**config.mk**
```make
export PLATFORM = sky130hd
export DESIGN_NAME = msd_sqrt
export DESIGN_NICKNAME = d
export VERILOG_FILES = /design/src/hdl/msd_pkg.sv /design/src/hdl/msd_sqrt.sv
export SDC_FILE = /design/constraint.sdc
export NUM_CORES = 1
export LEC_CHECK = 0
export ABC_AREA = 1
export BUFFER_PORTS_ARGS = -buffer_cell sky130_fd_sc_hd__buf_2
export CORE_MARGIN = 1
export CORE_UTILIZATION = 59
export CTS_CLUSTER_DIAMETER = 30
export DETAILED_ROUTE_END_ITERATION = 12
export PLACE_DENSITY_LB_ADDON = 0.1
export SYNTH_ARGS = -nofsm -noshare
export SYNTH_HDL_FRONTEND = slang
export SYNTH_SLANG_ARGS = --single-unit
```
**constraint.sdc**
```tcl
create_clock -name clk -period 3.6 [get_ports clk]
set_clock_uncertainty 0.1 [all_clocks]
set_input_delay 0.54 -clock clk [delete_from_list [all_inputs] [get_ports clk]]
set_output_delay 0.54 -clock clk [all_outputs]
set_load 0.02 [all_outputs]
```
**src/hdl/msd_pkg.sv**
```systemverilog
// Shared types and constants for the mean and standard deviation block.
// No dependencies; imported by every module under hdl.
`timescale 1ns / 1ps
`default_nettype none

package msd_pkg;

	localparam int SAMPLE_W      = 24;            // Q12.12 sample and mean
	localparam int COUNT_OUT_W   = 11;            // reported count width
	localparam int SQ_BASE_W     = 2 * SAMPLE_W;  // one squared difference
	localparam int ROOT_W        = SQ_BASE_W / 2; // deviation width
	localparam int DEF_MAX_ITEMS = 1024;

	typedef enum logic [2:0] {
		ST_IDLE,
		ST_PREP,
		ST_DIV_MEAN,
		ST_PASS,
		ST_DIV_VAR,
		ST_SQRT,
		ST_OUT
	} msd_state_t;

	// Handshake status reported by the iterative units
	typedef struct packed {
		logic busy;
		logic done;
	} unit_stat_t;

endpackage

`default_nettype wire

```
**src/hdl/msd_sqrt.sv**
```systemverilog
// Digit-by-digit integer square root, one root bit per cycle.
// Depends on msd_pkg for widths and the status struct.
`timescale 1ns / 1ps
`default_nettype none

module msd_sqrt (
	input  wire logic                         clk,
	input  wire logic                         arst_n,
	input  wire logic                         go,
	input  wire logic [msd_pkg::SQ_BASE_W-1:0] radicand,
	output msd_pkg::unit_stat_t               stat,
	output logic [msd_pkg::ROOT_W-1:0]        root
);
	import msd_pkg::*;

	localparam int CNT_W = $clog2(ROOT_W + 1);
	localparam int REM_W = ROOT_W + 2;

	logic                 run_q;
	logic                 done_q;
	logic [CNT_W-1:0]     cnt_q;
	logic [SQ_BASE_W-1:0] rad_q;
	logic [REM_W-1:0]     rem_q;
	logic [ROOT_W-1:0]    root_q;

	logic [REM_W+1:0]     rem_shift;
	logic [REM_W+1:0]     trial;
	logic [REM_W+1:0]     rem_diff;
	logic                 fits;

	always_comb begin
		rem_shift = {rem_q, rad_q[SQ_BASE_W-1 -: 2]};
		trial     = {2'b00, root_q, 2'b01};
		rem_diff  = rem_shift - trial;
		fits      = rem_shift >= trial;
	end

	always_ff @(posedge clk or negedge arst_n) begin
		if (!arst_n) begin
			run_q  <= 1'b0;
			done_q <= 1'b0;
			cnt_q  <= '0;
		end else begin
			done_q <= 1'b0;
			if (go) begin
				run_q <= 1'b1;
				cnt_q <= CNT_W'(ROOT_W);
			end else if (run_q) begin
				cnt_q <= cnt_q - 1'b1;
				if (cnt_q == CNT_W'(1)) begin
					run_q  <= 1'b0;
					done_q <= 1'b1;
				end
			end
		end
	end

	// Bring in two radicand bits per step, decide one root bit
	always_ff @(posedge clk) begin
		if (go) begin
			rad_q  <= radicand;
			rem_q  <= '0;
			root_q <= '0;
		end else if (run_q) begin
			rad_q  <= {rad_q[SQ_BASE_W-3:0], 2'b00};
			rem_q  <= fits ? rem_diff[REM_W-1:0] : rem_shift[REM_W-1:0];
			root_q <= {root_q[ROOT_W-2:0], fits};
		end
	end

	assign stat.busy = run_q;
	assign stat.done = done_q;
	assign root      = root_q;

endmodule

`default_nettype wire

```
# Word-level counts from Yosys, hierarchy flattened
# Index checks and enable logic that the tools add are counted.
# totals
input_bits,51
elab_cells,22
output_inout_bits,26
regBits,105
# op_classes
add_sub_neg,2
mux,11
n_reduce_logical,1
eq_ne,1
n_lt_le_gt_ge,1
# op_table
operator,count
48-bit 2-to-1 mux,2
28-bit by 26-bit greater-or-equal comparator with 1-bit output,1
26-bit 2-to-1 mux,1
26-bit subtractor,1
5-bit 2-to-1 mux,2
1-bit 2-to-1 mux,6
"5-bit by 1-bit equality test with 1-bit output, second input constant",1
"5-bit by 1-bit subtractor with 5-bit output, second input constant",1
2-bit nonzero test,1

# Logic depth before layout (Yosys ltp)
# logic_depth
depth_word,4
depth_mapped,15
mapped_depth_nobuf,15

# Worst setup path after synthesis
# No wires, ideal clock.
# synth_path
kind,in2reg
startpoint,in go
endpoint,reg rad_q[0] (enable)
path_stages,4
setup_time_ns,0.432
arrival_time_ns,2.378
slack_ns,0.690
required_time_ns,3.068
path_cell_list,buf_2 nor2_1 inv_1 clkbuf_1
# synth_between
elab_chain_len,1
# synth_lines
item,line,text
"start, declared",msd_sqrt.sv:9,"input wire logic go,"
2-bit nonzero test (no source line),--,
"end signal, assigned",msd_sqrt.sv:61,rad_q <= radicand;
"end signal, assigned",msd_sqrt.sv:65,"rad_q <= {rad_q[SQ_BASE_W-3:0], 2'b00};"
"end, declared",msd_sqrt.sv:22,logic [SQ_BASE_W-1:0] rad_q;
# Every way passes these cells.
# A chain may end at the register's enable or synchronous reset.

# Worst setup path after layout
# layout_path
startpoint,"reg root_q[15], in the netlist root[15]"
endpoint,reg rem_q[20]
# layout_between
elab_chain_len,2
# layout_lines
item,line,text
"start, declared",msd_sqrt.sv:24,logic [ROOT_W-1:0] root_q;
"start signal, assigned",msd_sqrt.sv:67,"root_q <= {root_q[ROOT_W-2:0], fits};"
26-bit subtractor or 28-bit by 26-bit greater-or-equal comparator with 1-bit output (tied branches),"msd_sqrt.sv:34, msd_sqrt.sv:35",
26-bit 2-to-1 mux *,msd_sqrt.sv:66,rem_q <= fits ? rem_diff[REM_W-1:0] : rem_shift[REM_W-1:0];
"end signal, assigned",msd_sqrt.sv:66,
"end, declared",msd_sqrt.sv:23,logic [REM_W-1:0] rem_q;
# Every way passes the cells marked *; elsewhere a longest branch is shown, timed or not.

==> summary.md <==
| Metric | Value |
|---|---|
| Status | `finished, final reports clean` |
| Met2 wire length | `7180 um` |
| Global-route wire length before repair | `25,100 um` |
| Die width | `105 um` |
| Worst-path fanout max | `25` |
| DR WL met3 | `881 um` |
| Worst-Skew Late Latency | `390 ps` |
| CTS root buffer | `clkbuf_8` |
| Synth warn | `0` |
| Post-Syn Area | `6290 um2` |
| Count of final hold-check violations | `0` |
| Initial antenna violation count | `0` |
| Static Leak | `3.78 nW` |
| Dpl cells | `1,086` |
| Core Rows | `37` |
| F_max | `373 MHz` |
| Total core area | `10,300 um2` |
| RR Startpoint | `root[15]` |
| WL met1 | `6390 um` |
| Crit. End Element | `flop` |
| CP Class | `reg -> reg` |
| Syn Inst Count | `897` |
| Number of flops mapped to enable cells by yosys | `48` |
| Hold Path Sink | `rad_q[1]` |
| Peak VDD IR | `469 uV` |
| Worst hold path type | `in -> reg` |
| Sequential-to-total area share from yosys stat | `0.416` |
| Fin worst setup slack | `916 ps` |
| Initial Util | `0.610` |
| Syn_nets | `976` |
| Top Layer Used | `met4` |
| Vias per Instance | `5.14` |
| Async SR Flop Fraction | `0.0667` |
| Synth Flop Type | `dfxtp_1` |
| Area growth, synth to finish | `10.5%` |
| Total number of H-tree levels | `3` |
| Final Core Density | `0.674` |
| Area of placed instances | `6740 um2` |
| Flops & latches, synth | `105` |
| Max-slew headroom | `0.397` |
| Hold Path Cell Cnt | `3` |
| Pin count of the biggest net entering global routing | `54` |
| Number of global-route vias before repair | `5,497` |
| Period utilisation layout | `0.745` |
| RSZ-0062 raised after global routing | `false` |
| Worst-Margin Slew | `903 ps` |
| Post-route DRC | `0` |
| Most frequent cells in the layout | `nand2_1 (401), inv_1 (135), buf_2 (76)` |
| Global route total overflow | `0` |
| Final instance area | `6950 um2` |
| Clock Sinks | `105` |
| Commonest non-fill, non-tap cell in the layout | `nand2_1` |
| Fin crit period | `2680 ps` |
| Finished Layout Cells | `1,103` |
| N_diodes | `0` |
| Final #Nets | `1,041` |
| Max Slew Vio Count | `0` |
| Hold Path Origin | `radicand[1]` |
| Die height | `105 um` |
| Tot GR Track Use | `0.287` |
| R2r endpoint | `rem_q[20]` |
| Final TNS setup | `0 ps` |
| I/O Pins | `77` |
| DR iter-0 viols | `265` |
| Worst-path clk slew | `100 ps` |
| PortBufs | `76` |
| Power per cell area | `769 nW/um2` |
| Remaining antenna violation count after routing | `0` |
| Worst-case reg-to-reg path depth | `14` |
| CTS Buffer Depth | `2` |
| Hpwl dp | `11,200 um` |
| TritonCTS clock tree | `done` |
| Max cap viols | `0` |
| Vias | `5,664` |
| Required @ worst endpoint | `3780 ps` |
| Type of origin of the critical path | `flop` |
| Post-place setup slack | `967 ps` |
| Routed WL | `14,900 um` |
| Syn Area/Cell | `7.02 um2` |
| CP Data Arrival Time | `2870 ps` |
| Routability cong. | `0.979` |
| Share of layout cells above drive strength 1 | `0.131` |
| DR pass1 iterations | `5` |
| FF-to-FF setup slack | `920 ps` |
| DIE AREA | `11,100 um2` |
| Post-synth cell types | `36` |
| Routed len/inst | `13.5 um` |
| Final setup vio count | `0` |
| CTS buffer count | `9` |
-- critical path: stages (launching register included) --
cell and delay [ps]:
dfxtp_1 330, inv_1 70, ha_1 380, nand2_1 100, nand2_1 70, nand2_1 60, nand2_1 80, inv_1 80
nand2_2 70, a21oi_4 380, nand3_4 410, nand2_1 240, inv_1 80, nand2_1 60, nand3_1 50
-- repair_timing --
action,4_1_cts,5_1_grt
gates resized for setup,0,0
setup endpoints to repair,0,0
hold buffers,1,0
buffers inserted,0,0
endpoints found under the hold margin,7,0
-- cell type report --
cell class	count	area [um2]
Inverter	141	529
Clock buffer	12	145
Timing Repair Buffer	82	440
Sequential cell	105	2620
Clock inverter	4	58.8
Tap cell	136	170
Multi-Input combinational cell	623	2990
Fill cell	931	3370
-- synth_stat cells, types with 2 or more instances --
library cell / count / share of area
nand2_1: 401 / 0.24
inv_1: 136 / 0.081
dfxtp_1: 50 / 0.16
edfxtp_1: 48 / 0.23
nand3_1: 46 / 0.037
nor2_1: 34 / 0.020
ha_1: 28 / 0.056
nand4_1: 25 / 0.025
o22ai_1: 24 / 0.024
clkbuf_1: 16 / 0.0095
nand2_2: 14 / 0.014
a21oi_1: 12 / 0.0095
dfrtp_1: 7 / 0.028
o21ai_0: 7 / 0.0056
xor2_1: 7 / 0.0097
buf_4: 5 / 0.0060
inv_2: 4 / 0.0024
nor2_2: 4 / 0.0040
buf_2: 3 / 0.0024
nand3b_1: 3 / 0.0036
xnor2_1: 3 / 0.0042
buf_6: 2 / 0.0036
nand3_4: 2 / 0.0056
nor2_4: 2 / 0.0036
nor4_1: 2 / 0.0020
o21ai_2: 2 / 0.0028
-- metrics by stage --
stage / hold slack (ps) / power (W)
2_1_floorplan: 144 / 0.00394
3_5_place_dp: 283 / 0.00456
5_1_grt: 289 / 0.00585
3_3_place_gp: 275 / 0.00453
4_1_cts: 292 / 0.00535
6_report: 309 / 0.00535
-- routing by layer --
metal	up-vias	GRT usage
li1	2930	-
met1	2525	0.344
met2	173	0.487
met3	36	0.0711
met4	0	0.124
met5	-	0
-- logic make-up after synthesis --
kind of cell	after synthesis	synth area share
buffers and inverters	169	0.109
AOI/OAI and AO/OA	48	0.0467
and+or+nand+nor	537	0.359
xor gates and xnor gates	10	0.0139
DFF	105	0.416
adders and majority gates	28	0.0557
-- state kept, by name (all words and copies together), names as in the netlist --
name	count
cnt_q	5
done_q	1
rad_q	48
rem_q	26
root	24
run_q	1
-- power breakdown --
part / internal, W / switching, W
Clock: 0.000352 / 0.000420
Sequential: 0.00143 / 0.000111
Combinational: 0.000998 / 0.00203
Total: 0.00278 / 0.00257
-- worst max path at each step --
stage,start,end,slack [ps],cells after the start
2_1_floorplan,go,rad_q[0],690,4
3_3_place_gp,root[15],rem_q[17],1020,14
3_5_place_dp,root[15],rem_q[20],970,14
4_1_cts,root[15],rem_q[17],930,14
5_1_grt,root[15],rem_q[20],660,14
6_report,root[15],rem_q[20],920,14
Power figures use the tool's default switching activity.
