**src/hdl/msd_pkg.sv**
```systemverilog
// Shared types and constants for the mean and standard deviation block.
// No dependencies; imported by every module under hdl.
`timescale 1ns / 1ps
`default_nettype none

package msd_pkg;

	localparam int SAMPLE_W      = 24;            // Q12.12 sample and mean
	localparam int COUNT_OUT_W   = 11;            // reported count width
	localparam int SQ_BASE_W     = 2 * SAMPLE_W;  // one squared difference
	localparam int ROOT_W        = SQ_BASE_W / 2; // deviation width
	localparam int DEF_MAX_ITEMS = 1024;

	typedef enum logic [2:0] {
		ST_IDLE,
		ST_PREP,
		ST_DIV_MEAN,
		ST_PASS,
		ST_DIV_VAR,
		ST_SQRT,
		ST_OUT
	} msd_state_t;

	// Handshake status reported by the iterative units
	typedef struct packed {
		logic busy;
		logic done;
	} unit_stat_t;

endpackage

`default_nettype wire

```
**src/hdl/msd_div.sv**
```systemverilog
// Restoring unsigned divider, one quotient bit per cycle.
// Depends on msd_pkg for the status struct.
`timescale 1ns / 1ps
`default_nettype none

module msd_div #(
	parameter int DIVD_W = 59,
	parameter int DIVS_W = 11
) (
	input  wire logic                       clk,
	input  wire logic                       arst_n,
	input  wire logic                       go,
	input  wire logic [DIVD_W-1:0]          dividend,
	input  wire logic [DIVS_W-1:0]          divisor,
	output msd_pkg::unit_stat_t             stat,
	output logic [DIVD_W-1:0]               quotient
);
	import msd_pkg::*;

	localparam int CNT_W = $clog2(DIVD_W + 1);

	logic              run_q;
	logic              done_q;
	logic [CNT_W-1:0]  cnt_q;
	logic [DIVD_W-1:0] dq_q;
	logic [DIVS_W-1:0] rem_q;

	logic [DIVS_W:0]   rem_shift;
	logic [DIVS_W:0]   rem_diff;
	logic              fits;

	always_comb begin
		rem_shift = {rem_q, dq_q[DIVD_W-1]};
		rem_diff  = rem_shift - {1'b0, divisor};
		fits      = rem_shift >= {1'b0, divisor};
	end

	always_ff @(posedge clk or negedge arst_n) begin
		if (!arst_n) begin
			run_q  <= 1'b0;
			done_q <= 1'b0;
			cnt_q  <= '0;
		end else begin
			done_q <= 1'b0;
			if (go) begin
				run_q <= 1'b1;
				cnt_q <= CNT_W'(DIVD_W);
			end else if (run_q) begin
				cnt_q <= cnt_q - 1'b1;
				if (cnt_q == CNT_W'(1)) begin
					run_q  <= 1'b0;
					done_q <= 1'b1;
				end
			end
		end
	end

	// Shift dividend bits out at the top, quotient bits in at the bottom
	always_ff @(posedge clk) begin
		if (go) begin
			dq_q  <= dividend;
			rem_q <= '0;
		end else if (run_q) begin
			dq_q  <= {dq_q[DIVD_W-2:0], fits};
			rem_q <= fits ? rem_diff[DIVS_W-1:0] : rem_shift[DIVS_W-1:0];
		end
	end

	assign stat.busy = run_q;
	assign stat.done = done_q;
	assign quotient  = dq_q;

endmodule

`default_nettype wire

```
**config.mk**
```make
export PLATFORM = sky130hd
export DESIGN_NAME = msd_div
export DESIGN_NICKNAME = d
export VERILOG_FILES = /design/src/hdl/msd_pkg.sv /design/src/hdl/msd_div.sv
export SDC_FILE = /design/constraint.sdc
export NUM_CORES = 1
export LEC_CHECK = 0
export BUFFER_PORTS_ARGS = -buffer_cell sky130_fd_sc_hd__clkbuf_2
export CORE_ASPECT_RATIO = 1.5
export CORE_UTILIZATION = 47
export CTS_BUF_LIST = sky130_fd_sc_hd__clkbuf_4
export CTS_CLUSTER_DIAMETER = 120
export DETAILED_ROUTE_END_ITERATION = 8
export PLACE_DENSITY_LB_ADDON = 0.15
export SETUP_SLACK_MARGIN = 0.1
export SLEW_MARGIN = 20
export SYNTH_ARGS = -nofsm -noshare
export SYNTH_HDL_FRONTEND = slang
export SYNTH_SLANG_ARGS = --single-unit
```
**constraint.sdc**
```tcl
create_clock -name clk -period 2.5 [get_ports clk]
set_input_delay 0.5 -clock clk [delete_from_list [all_inputs] [get_ports clk]]
set_output_delay 0.5 -clock clk [all_outputs]
set_load 0.1 [all_outputs]
```
After elaboration in Yosys (flattened, before gate mapping)
Index checks and enable logic that the tools add are counted.
{"block": "word_totals", "register_bits": 78, "latchBits": 0, "ram_bits": 0, "rom_bits": 0, "input_bits": 73, "elab_cells": 21, "n_memories": 0}
{"block": "classes", "addsub": 2, "n_mul": 0, "div_mod_pow": 0, "magnitude_cmp": 1, "n_eq_ne": 1, "shift": 0, "mux": 11, "bitwise": 0, "reduce_logical": 1}
{"op": "$mux W59", "n": 2}
{"op": "$ge A12 B11 Y1", "n": 1}
{"op": "$mux W6", "n": 2}
{"op": "$mux W11", "n": 1}
{"op": "$sub A11 B11 Y11", "n": 1}
{"op": "$eq A6 B1 Y1 const B", "n": 1}
{"op": "$mux W1", "n": 6}
{"op": "$sub A6 B1 Y6 const B", "n": 1}
{"op": "$reduce_bool A2 Y1", "n": 1}

Logic depth before layout (Yosys ltp)
Gate-level depths: netlist of the first run.
{"block": "depth", "word_depth": 4, "mapped_depth": 10}

Worst setup path before layout of the first run
OpenSTA, ideal clock, no wires.
{"block": "synth_path", "path_kind": "reg2reg", "start": "register dq_q[58] (netlist: quotient[58])", "end": "register rem_q[0]", "arrival_ns": 2.834, "setup_slack_ns": -0.413, "path_stages_with_launch": 10, "path_buffers": 0, "path_cell_list": "edfxtp_1 -> inv_1 -> ha_1 -> fa_1 -> nor2b_1 -> o31a_1 -> o21ai_2 -> o21ai_2 -> mux2_4 -> a211oi_2"}
{"block": "synth_via", "elab_chain_len": 2, "elab_cells_between_ends": 3}
{"element": "start, declared", "line_no": "msd_div.sv:25", "source": "logic [DIVD_W-1:0] dq_q;"}
{"element": "start signal, assigned", "line_no": "msd_div.sv:61", "source": "dq_q <= dividend;"}
{"element": "start signal, assigned", "line_no": "msd_div.sv:64", "source": "dq_q <= {dq_q[DIVD_W-2:0], fits};"}
{"element": "$sub A11 B11 Y11 / $ge A12 B11 Y1 (equally long branches)", "line_no": "msd_div.sv:34, msd_div.sv:35"}
{"element": "$mux W11 *", "line_no": "msd_div.sv:65", "source": "rem_q <= fits ? rem_diff[DIVS_W-1:0] : rem_shift[DIVS_W-1:0];"}
{"element": "end signal, assigned", "line_no": "msd_div.sv:65"}
{"element": "end, declared", "line_no": "msd_div.sv:26", "source": "logic [DIVS_W-1:0] rem_q;"}
Mark *: on every way between the ends. The rest lies on a longest branch, timed or not.
A chain may end at the register's enable or synchronous reset.

Worst setup path in the final report of the first run
{"block": "layout_path", "start": "register dq_q[58] (netlist: quotient[58])", "end": "register rem_q[10]"}
Same word-level chain as after synthesis.

==> flow_summary.yaml, run 1 <==
yosys:
  synth.distinct_cells: 51
  synth_area_leaders: "edfxtp_1 45%, mux2_2 17%, dfxtp_1 5.5%"
  synthArstFlopShare: 0.1026
  synth_top_area_share: 0.4453
  ys.flop_type: "edfxtp_1"
  synth_seq_cells: 78
  ys_seq_area_frac: 0.5509
  synthesis.area_sq_um: 3979
  avgSynthCellArea_sq_um: 13.13
  synth_top_area_cell: "edfxtp_1"
  synth_edf_count: 59
  ys.warnings.count: 0
  synthCells: 303
  synth_nets: 390
run_status:
  status: "finished clean"
placed_design:
  place_hpwl_mm: 6.132
  portBuffers: 133
  finalWeightedCongestion: 0.7989
  place_ws_ns: -0.03538
  placedCellCount: 544
global_routing:
  met3_usage: 0.06454
  grtUsageMet2: 0.3493
  top_usage_layer: "met2"
  grt_pass1_vias: 2972
  grt_usage: 0.2039
  use_met1: 0.2253
  grt_antenna_before_repair: 0
  grt_pass1_wl_mm: 13.68
  overflow: 0
  grt_max_degree: 80
drt:
  detail-route-antenna-nets: 0
  drt-total-wl_mm: 8.607
  post_drt_wl_per_cell_microns: 15.31
  viasPerCell: 5.128
  vias: 2882
  drcViolationCount: 0
  first_pass_iters: 4
  drt_iter0_markers: 92
sta:
  holdWs_ns: 0.3609
  setup_viol: 0
  finalCritPeriodShare: 0.9312
  relSlewSlack: 0.5020
  worst-slew-pin-transition_ns: 0.7471
  layout_setup_ws_ns: 0.1719
  max_freq_ghz: 0.4295
  hold_viol: 0
  rsz0062_at_grt: "no"
  finClkSkew_ns: 0.01426
  final_max_slew_viol_count: 0
  fin_crit_ns: 2.328
critical_path:
  worstSetupStartpointType: "flip-flop"
  critPathBufInv: 2
  critical_path_arrival_ns: 2.67
  cp_data_required_time_ns: 2.85
  worstPathCellList: "inv_2 -> ha_2 -> fa_2 -> nor2b_1 -> o31a_1 -> o21ai_2 -> buf_6 -> mux2i_1 -> o21ai_1 -> a311oi_1"
  path_max_fanout: 4
  worst_setup_path_end_kind: "flip-flop"
  crit_slowest_cell: "edfxtp_1"
  path_class: "flip-flop to flip-flop"
  crit_family: "compound AO/OA/AOI/OAI gates"
  max_stage_delay_ns: 0.43
cts:
  cts_buffers: 9
  cts_buffer_depth: 2
  clk_pin_slew_worst_paths_ns: 0.13
  cts-root-buf: "clkbuf_4"
  htree_levels: 3
  cts_sinks: 78
  cts_tree: "built"
  clkLatencyLatePin_ns: 0.43
cells_and_area:
  drive_gt1_frac: 0.5405
  fin_util: 0.6295
  syn_to_final_growth_pct: 28.27
  nets: 539
  final_common_cell: "clkbuf_2"
  mostFrequentLayoutCells: "132 x clkbuf_2, 59 x mux2_2, 59 x edfxtp_1"
  final_cells: 562
  num_antenna_cells: 0
floorplan:
  num_io_pins: 134
  die-height_microns: 114.7
  die_x_microns: 77.13
  coreArea_sq_um: 8108
  fp-row-count: 40
  initial_utilization: 0.4907
  die-area_sq_um: 8845
power:
  power_uw: 4870
  peakVddDrop_uv: 537.4
  p_leak_uw: 0.002282
  powerDensity_nw_per_um2: 954.3
flow_run:
  maxCapViolations: 0
worst_hold_path:
  min_path_type: "input port to flip-flop"
[cell usage after synthesis, types with 2 or more instances]
master and instances:
dfxtp_1 11, dfrtp_1 8, o31a_1 2, xnor2_1 8, clkbuf_1 10, o21ai_0 11
inv_1 17, buf_4 2, or3_2 3, edfxtp_1 59, o211ai_1 2, nor2b_1 2
ha_1 13, o21a_1 2, a311oi_1 2, a211oi_1 7, nand2b_1 8, o22ai_1 2
o21ai_2 2, mux2_2 59, mux2i_1 7, a21oi_1 5, nand2_1 8, nand3_1 5
o2111ai_1 2, nor3_1 2, nor2_1 20
[stage by stage]
stage	cell area [sq um]	setup TNS, ns
3_3_place_gp	4875	0
4_1_cts	5076	0
3_5_place_dp	4875	-0.08422
6_report	5104	0
5_1_grt	5104	0
2_1_floorplan	4000	-3.936
[cell families after synthesis]
logic type / count (synthesis) / synth area share
flops: 78 / 0.5509
compound gates: 40 / 0.07044
buf+inv: 34 / 0.03679
simple gates: 61 / 0.08774
mux: 67 / 0.1884
fa+ha+maj: 14 / 0.04591
xor+xnor: 9 / 0.01981
[sequential cells by signal, indices dropped and copies added (netlist names)]
register,cells
quotient,59
rem_q,11
cnt_q,6
done_q,1
run_q,1
[final timing paths]
path                                              from                endpoint  slack (ns)  cells after the start
worst max register to register  quotient[58]$_DFFE_PP_  rem_q[10]$_SDFFE_PP0P_        0.17                     10
max in group asynchronous                       arst_n    cnt_q[2]$_DFFE_PN0P_        1.88                      2
min in group asynchronous                       arst_n        done_q$_DFF_PN0_        0.43                      2
worst min register to register   rem_q[7]$_SDFFE_PP0P_   rem_q[7]$_SDFFE_PP0P_        0.52                      2
worst min-delay path                      dividend[39]  quotient[39]$_DFFE_PP_        0.36                      2
worst max-delay path            quotient[58]$_DFFE_PP_  rem_q[10]$_SDFFE_PP0P_        0.17                     10
[layer usage]
layer  wire length [microns]  share of wire
met1                    3431           0.40
met2                    4453           0.52
met3                     481          0.056
met4                     240          0.028
met5                       0              0
[where the power goes]
part           leakage [uW]  total, uW  internal (uW)  switching, uW
Sequential         0.000800       1720           1600            127
Combinational       0.00138       2180            752           1430
Clock              0.000101        967            518            449
[area by class of cell]
| cell class | instances | area (sq um) |
|---|---|---|
| clock buffers | 10 | 75.07 |
| fillers | 703 | 3004 |
| inverters | 18 | 72.57 |
| clock inverters | 6 | 108.9 |
| repair buffers | 154 | 845.8 |
| well taps | 105 | 131.4 |
| multi-input cells | 191 | 1678 |
| flip-flops and latches | 78 | 2192 |
[repair_timing]
action / in CTS / in global routing
endpoints found under the setup margin: 1 / 10
pin swaps: 0 / 2
setup buffers: 0 / 1
gates resized for setup: 1 / 4
hold endpoints to repair: 8 / 0
hold buffers: 1 / 0
Power figures use the tool's default switching activity.
==> run 2, diff against run 1 <==
Settings changed: CORE_UTILIZATION 47 to 50.
Clock period 2.5 ns to 2.23 ns, I/O delays scaled along.
==> flow_summary.yaml, run 2 (same netlist as run 1, synthesis figures left out) <==
run_status:
  status: "finished clean"
critical_path:
  worst_setup_path_end_kind: "flip-flop"
  worstPathCellList: "inv_2 -> ha_4 -> fa_2 -> nor2b_2 -> o31a_1 -> o21ai_2 -> o21ai_4 -> buf_6 -> mux2i_2 -> a211oi_2"
  worstSetupStartpointType: "flip-flop"
  max_stage_delay_ns: 0.40
  reg2reg_from: "quotient[58]$_DFFE_PP_"
  rrSetupSlack_ns: 0.0006
  crit_slowest_cell: "edfxtp_1"
  r2r_cells: 10
  path_max_fanout: 7
  cp_data_required_time_ns: 2.53
  critical_path_arrival_ns: 2.53
  path_class: "flip-flop to flip-flop"
  r2r-end: "rem_q[4]$_SDFFE_PP0P_"
worst_hold_path:
  hold_path_end: "quotient[10]$_DFFE_PP_"
  hold_depth: 2
  min_path_type: "input port to flip-flop"
  worstHoldStart: "dividend[10]"
sta:
  finClkSkew_ns: 0.01260
  finalCritPeriodShare: 0.9997
  relSlewSlack: 0.5696
  worst-slew-pin-transition_ns: 0.6366
  hold_viol: 0
  fin_crit_ns: 2.229
  max_freq_ghz: 0.4486
  rsz0062_at_grt: "yes"
  final_max_slew_viol_count: 0
  setup_viol: 0
global_routing:
  overflow: 0
  grt_pass1_wl_mm: 14.30
  grt_pass1_vias: 3068
  grt_usage: 0.2313
  grt_max_degree: 54
  grt_antenna_before_repair: 0
drt:
  detail-route-antenna-nets: 0
  drt_iter0_markers: 120
  drt-total-wl_mm: 9.060
  vias: 3011
  drcViolationCount: 0
  post_drt_wl_per_cell_microns: 15.65
  viasPerCell: 5.200
  first_pass_iters: 4
cts:
  htree_levels: 3
  cts-root-buf: "clkbuf_4"
  cts_buffers: 9
  clk_pin_slew_worst_paths_ns: 0.12
  cts_buffer_depth: 2
  clkLatencyLatePin_ns: 0.41
  cts_tree: "built"
  cts_sinks: 78
power:
  pwr-share-seq: 0.362
  power_frac_clock: 0.135
  p_sw_uw: 2329
  p_leak_uw: 0.002364
  powerDensity_nw_per_um2: 1017
  peakVddDrop_uv: 627.4
  p_comb_frac: 0.503
  switching_share: 0.4353
  power.internal_uw: 3020
cells_and_area:
  num-fill-cells: 605
  regArea_sq_um: 2192
  fin_util: 0.6868
  num_antenna_cells: 0
  nets: 559
  final_common_cell: "clkbuf_2"
  mostFrequentLayoutCells: "131 x clkbuf_2, 59 x mux2_2, 59 x edfxtp_1"
  syn_to_final_growth_pct: 32.23
  postLayoutCellArea_sq_um: 5261
  largest_reg_flops: 59
  drive_gt1_frac: 0.5765
  multi_input_area_sq_um: 1733
floorplan:
  num_io_pins: 134
  die-area_sq_um: 8326
  coreArea_sq_um: 7661
  initial_utilization: 0.5194
  fp-row-count: 39
  die_x_microns: 74.84
  die-height_microns: 111.3
placed_design:
  finalWeightedCongestion: 0.8055
  placed_area_sq_um: 5019
  place_hpwl_mm: 6.652
  portBuffers: 133
flow_run:
  maxCapViolations: 0
[run 2: changes by cell type in the layout (fill, tap and decap cells not counted), sizes merged]
| cell | before | now |
|---|---|---|
| bufinv | 3 | 0 |
| inv | 17 | 16 |
| buf | 21 | 42 |
| clkinv | 3 | 5 |
| clkinvlp | 1 | 2 |
[run 2: per-layer routing]
layer	share of wire	vias up	track usage
met5	0	-	0
met4	0.017	0	0.08176
met3	0.053	13	0.07545
met2	0.54	96	0.3958
met1	0.39	1439	0.2614
li1	-	1463	-
[run 2: layout make-up]
cell class,instances,area share
clock inverter,5,0.004994
multi-input combinational,191,0.3294
sequential,78,0.4166
inverter,18,0.01379
timing repair buffer,174,0.1952
tap,102,0.02426
clock buffer,11,0.01570
[run 2: worst max path at each step]
stage | slack [ns] | depth (start not counted) | endpoint | startpoint
after global placement | -0.17 | 9 | rem_q[1]$_SDFFE_PP0P_ | divisor[2]
after CTS | 0.008 | 10 | rem_q[2]$_SDFFE_PP0P_ | quotient[58]$_DFFE_PP_
after detailed placement | -0.24 | 11 | rem_q[6]$_SDFFE_PP0P_ | divisor[0]
after floorplan | -0.65 | 9 | rem_q[0]$_SDFFE_PP0P_ | quotient[58]$_DFFE_PP_
final | 0.0006 | 10 | rem_q[4]$_SDFFE_PP0P_ | quotient[58]$_DFFE_PP_
after global routing | -0.13 | 10 | rem_q[4]$_SDFFE_PP0P_ | quotient[58]$_DFFE_PP_
[run 2: timing repair]
action	in CTS	in global routing
endpoints found under the hold margin	8	0
buffers inserted	2	4
endpoints found under the setup margin	12	12
gates resized for setup	8	7
pin swaps	7	10
hold buffers	1	0
[run 2: through the flow]
step	hold WS, ns	power (uW)	worst slack (ns)	TNS (ns)	instances
6_report	0.3244	5349	0.0006108	0	579
3_3_place_gp	0.3029	4430	-0.1652	-1.536	556
5_1_grt	0.2799	5617	-0.1276	-1.200	579
4_1_cts	0.2892	5281	0.007565	0	575
3_5_place_dp	0.3019	4471	-0.2368	-2.260	556
2_1_floorplan	0.1504	3818	-0.6523	-7.161	303
[run 2: worst max-delay path, delay by kind of cell (launching register included)]
family          cells  cell delay [ns]
simple gates        1             0.13
buf+inv             2             0.24
compound gates      4             0.63
flops               1             0.40
fa+ha+maj           2             0.50
mux                 1             0.22
[run 2: power groups by stage]
stage	clock network [uW]	logic (uW)	registers (uW)
after floorplan	0	985	2830
after global placement	0	2470	1960
after detailed placement	0	2510	1960
after CTS	744	2600	1940
after global routing	807	2840	1970
final	720	2690	1940
==> run 3, diff against run 2 <==
Settings changed: CAP_MARGIN set to 10, CORE_UTILIZATION 50 to 40.
==> flow_summary.yaml, run 3 (same netlist as run 1, synthesis figures left out) <==
critical_path:
  worst_setup_path_end_kind: "flip-flop"
  path_class: "flip-flop to flip-flop"
  crit_slowest_cell: "edfxtp_1"
  worstSetupStartpointType: "flip-flop"
  max_stage_delay_ns: 0.43
  path_max_fanout: 4
  cp_data_required_time_ns: 2.56
  path_common_cell: "o21ai_2"
  worstPathCellList: "inv_2 -> ha_4 -> fa_2 -> nor2b_2 -> o31a_1 -> o21ai_2 -> buf_4 -> mux2i_1 -> o21ai_2 -> a311oi_1"
  critical_path_arrival_ns: 2.51
global_routing:
  grt_pass1_wl_mm: 13.71
  grt_antenna_before_repair: 0
  grt_max_degree: 80
  grt_usage: 0.1717
  grt_pass1_vias: 2942
  overflow: 0
floorplan:
  coreArea_sq_um: 9689
  die-height_microns: 124.2
  initial_utilization: 0.4106
  die-area_sq_um: 10360
  die_x_microns: 83.44
  num_io_pins: 134
  fp-row-count: 44
drt:
  drt-total-wl_mm: 8.801
  detail-route-antenna-nets: 0
  viasPerCell: 5.044
  post_drt_wl_per_cell_microns: 14.99
  first_pass_iters: 4
  drcViolationCount: 0
  vias: 2961
  drt_iter0_markers: 130
cells_and_area:
  nets: 554
  mostFrequentLayoutCells: "131 x clkbuf_2, 59 x mux2_2, 59 x edfxtp_1"
  num_antenna_cells: 0
  drive_gt1_frac: 0.5742
  final_common_cell: "clkbuf_2"
  syn_to_final_growth_pct: 31.92
  num-fill-cells: 872
  postLayoutCellArea_sq_um: 5249
  final_cells: 587
  largest_reg_flops: 59
placed_design:
  placedCellCount: 566
  portBuffers: 133
  place_ws_ns: -0.2688
  finalWeightedCongestion: 0.8043
  placed_area_sq_um: 5012
  place_hpwl_mm: 6.403
sta:
  layout_setup_ws_ns: 0.04550
  finClkSkew_ns: 0.01521
  worst-slew-pin-transition_ns: 0.7592
  max_freq_ghz: 0.4578
  finalCritPeriodShare: 0.9796
  final_max_slew_viol_count: 0
  setup_viol: 0
  setup_tns_ns: 0
  fin_crit_ns: 2.184
  rsz0062_at_grt: "yes"
  relSlewSlack: 0.4939
  hold_viol: 0
power:
  power_uw: 5378
  p_comb_frac: 0.502
  switching_share: 0.4308
  power.internal_uw: 3061
  peakVddDrop_uv: 491.5
  p_leak_uw: 0.002341
  powerDensity_nw_per_um2: 1025
  p_sw_uw: 2317
  power_frac_clock: 0.136
  pwr-share-seq: 0.362
cts:
  clk_pin_slew_worst_paths_ns: 0.13
  cts_tree: "built"
  cts_buffer_depth: 2
  cts-root-buf: "clkbuf_4"
  htree_levels: 3
  cts_buffers: 9
  cts_sinks: 78
  clkLatencyLatePin_ns: 0.42
flow_run:
  maxCapViolations: 0
run_status:
  status: "finished clean"
worst_hold_path:
  min_path_type: "input port to flip-flop"
-- run 3: repair_timing --
| action | CTS | global route |
|---|---|---|
| resized for setup | 12 | 4 |
| endpoints found under the setup margin | 11 | 11 |
| endpoints found under the hold margin | 8 | 0 |
| hold buffers | 1 | 0 |
| pin swaps | 7 | 2 |
| setup buffers | 2 | 2 |
-- run 3: metrics by stage --
step                utilization  hold slack, ns
detailed placement       0.5173          0.3064
CTS                      0.5395          0.2792
global placement         0.5173          0.3029
floorplan                     -          0.1504
finish                   0.5417          0.3156
global route             0.5417          0.2713
-- run 3: routing by layer --
layer	GRT usage	vias to the layer above	share of wire
met5	0	-	0
met4	0.07415	0	0.017
met3	0.04838	9	0.053
met2	0.3058	81	0.53
met1	0.1933	1418	0.40
li1	-	1453	-
-- run 3: worst paths after layout --
check	startpoint	endpoint	slack (ns)	depth (start not counted)
max	quotient[58]$_DFFE_PP_	rem_q[10]$_SDFFE_PP0P_	0.05	10
max reg2reg	quotient[58]$_DFFE_PP_	rem_q[10]$_SDFFE_PP0P_	0.05	10
min in group asynchronous	arst_n	cnt_q[5]$_DFFE_PN0P_	0.39	2
min	dividend[7]	quotient[7]$_DFFE_PP_	0.32	2
max in group asynchronous	arst_n	cnt_q[2]$_DFFE_PN0P_	1.66	2
min reg2reg	rem_q[7]$_SDFFE_PP0P_	rem_q[7]$_SDFFE_PP0P_	0.51	2
-- run 3: power groups by stage --
stage | sequential (uW) | combinational (uW) | clock [uW]
after floorplan | 2830 | 985 | 0
after global placement | 1960 | 2500 | 0
after detailed placement | 1970 | 2530 | 0
after CTS | 1950 | 2690 | 767
after global routing | 1980 | 2870 | 823
final | 1950 | 2700 | 730
-- run 3: critical path, delay by kind of cell, from the launching register on --
kind	cells	cell delay [ns]
mux	1	0.23
flops	1	0.43
simple gates	1	0.05
compound gates	4	0.77
fa+ha+maj	2	0.34
buf+inv	2	0.27
-- run 3: layout make-up --
cell class / instances / area, sq um / share of cell area
Sequential cell: 78 / 2195 / 0.4181
Multi-Input combinational cell: 191 / 1745 / 0.3325
Timing Repair Buffer: 169 / 982.2 / 0.1871
Tap cell: 115 / 143.9 / 0.02741
Clock buffer: 11 / 82.58 / 0.01573
Inverter: 18 / 72.57 / 0.01383
Clock inverter: 5 / 27.53 / 0.005244
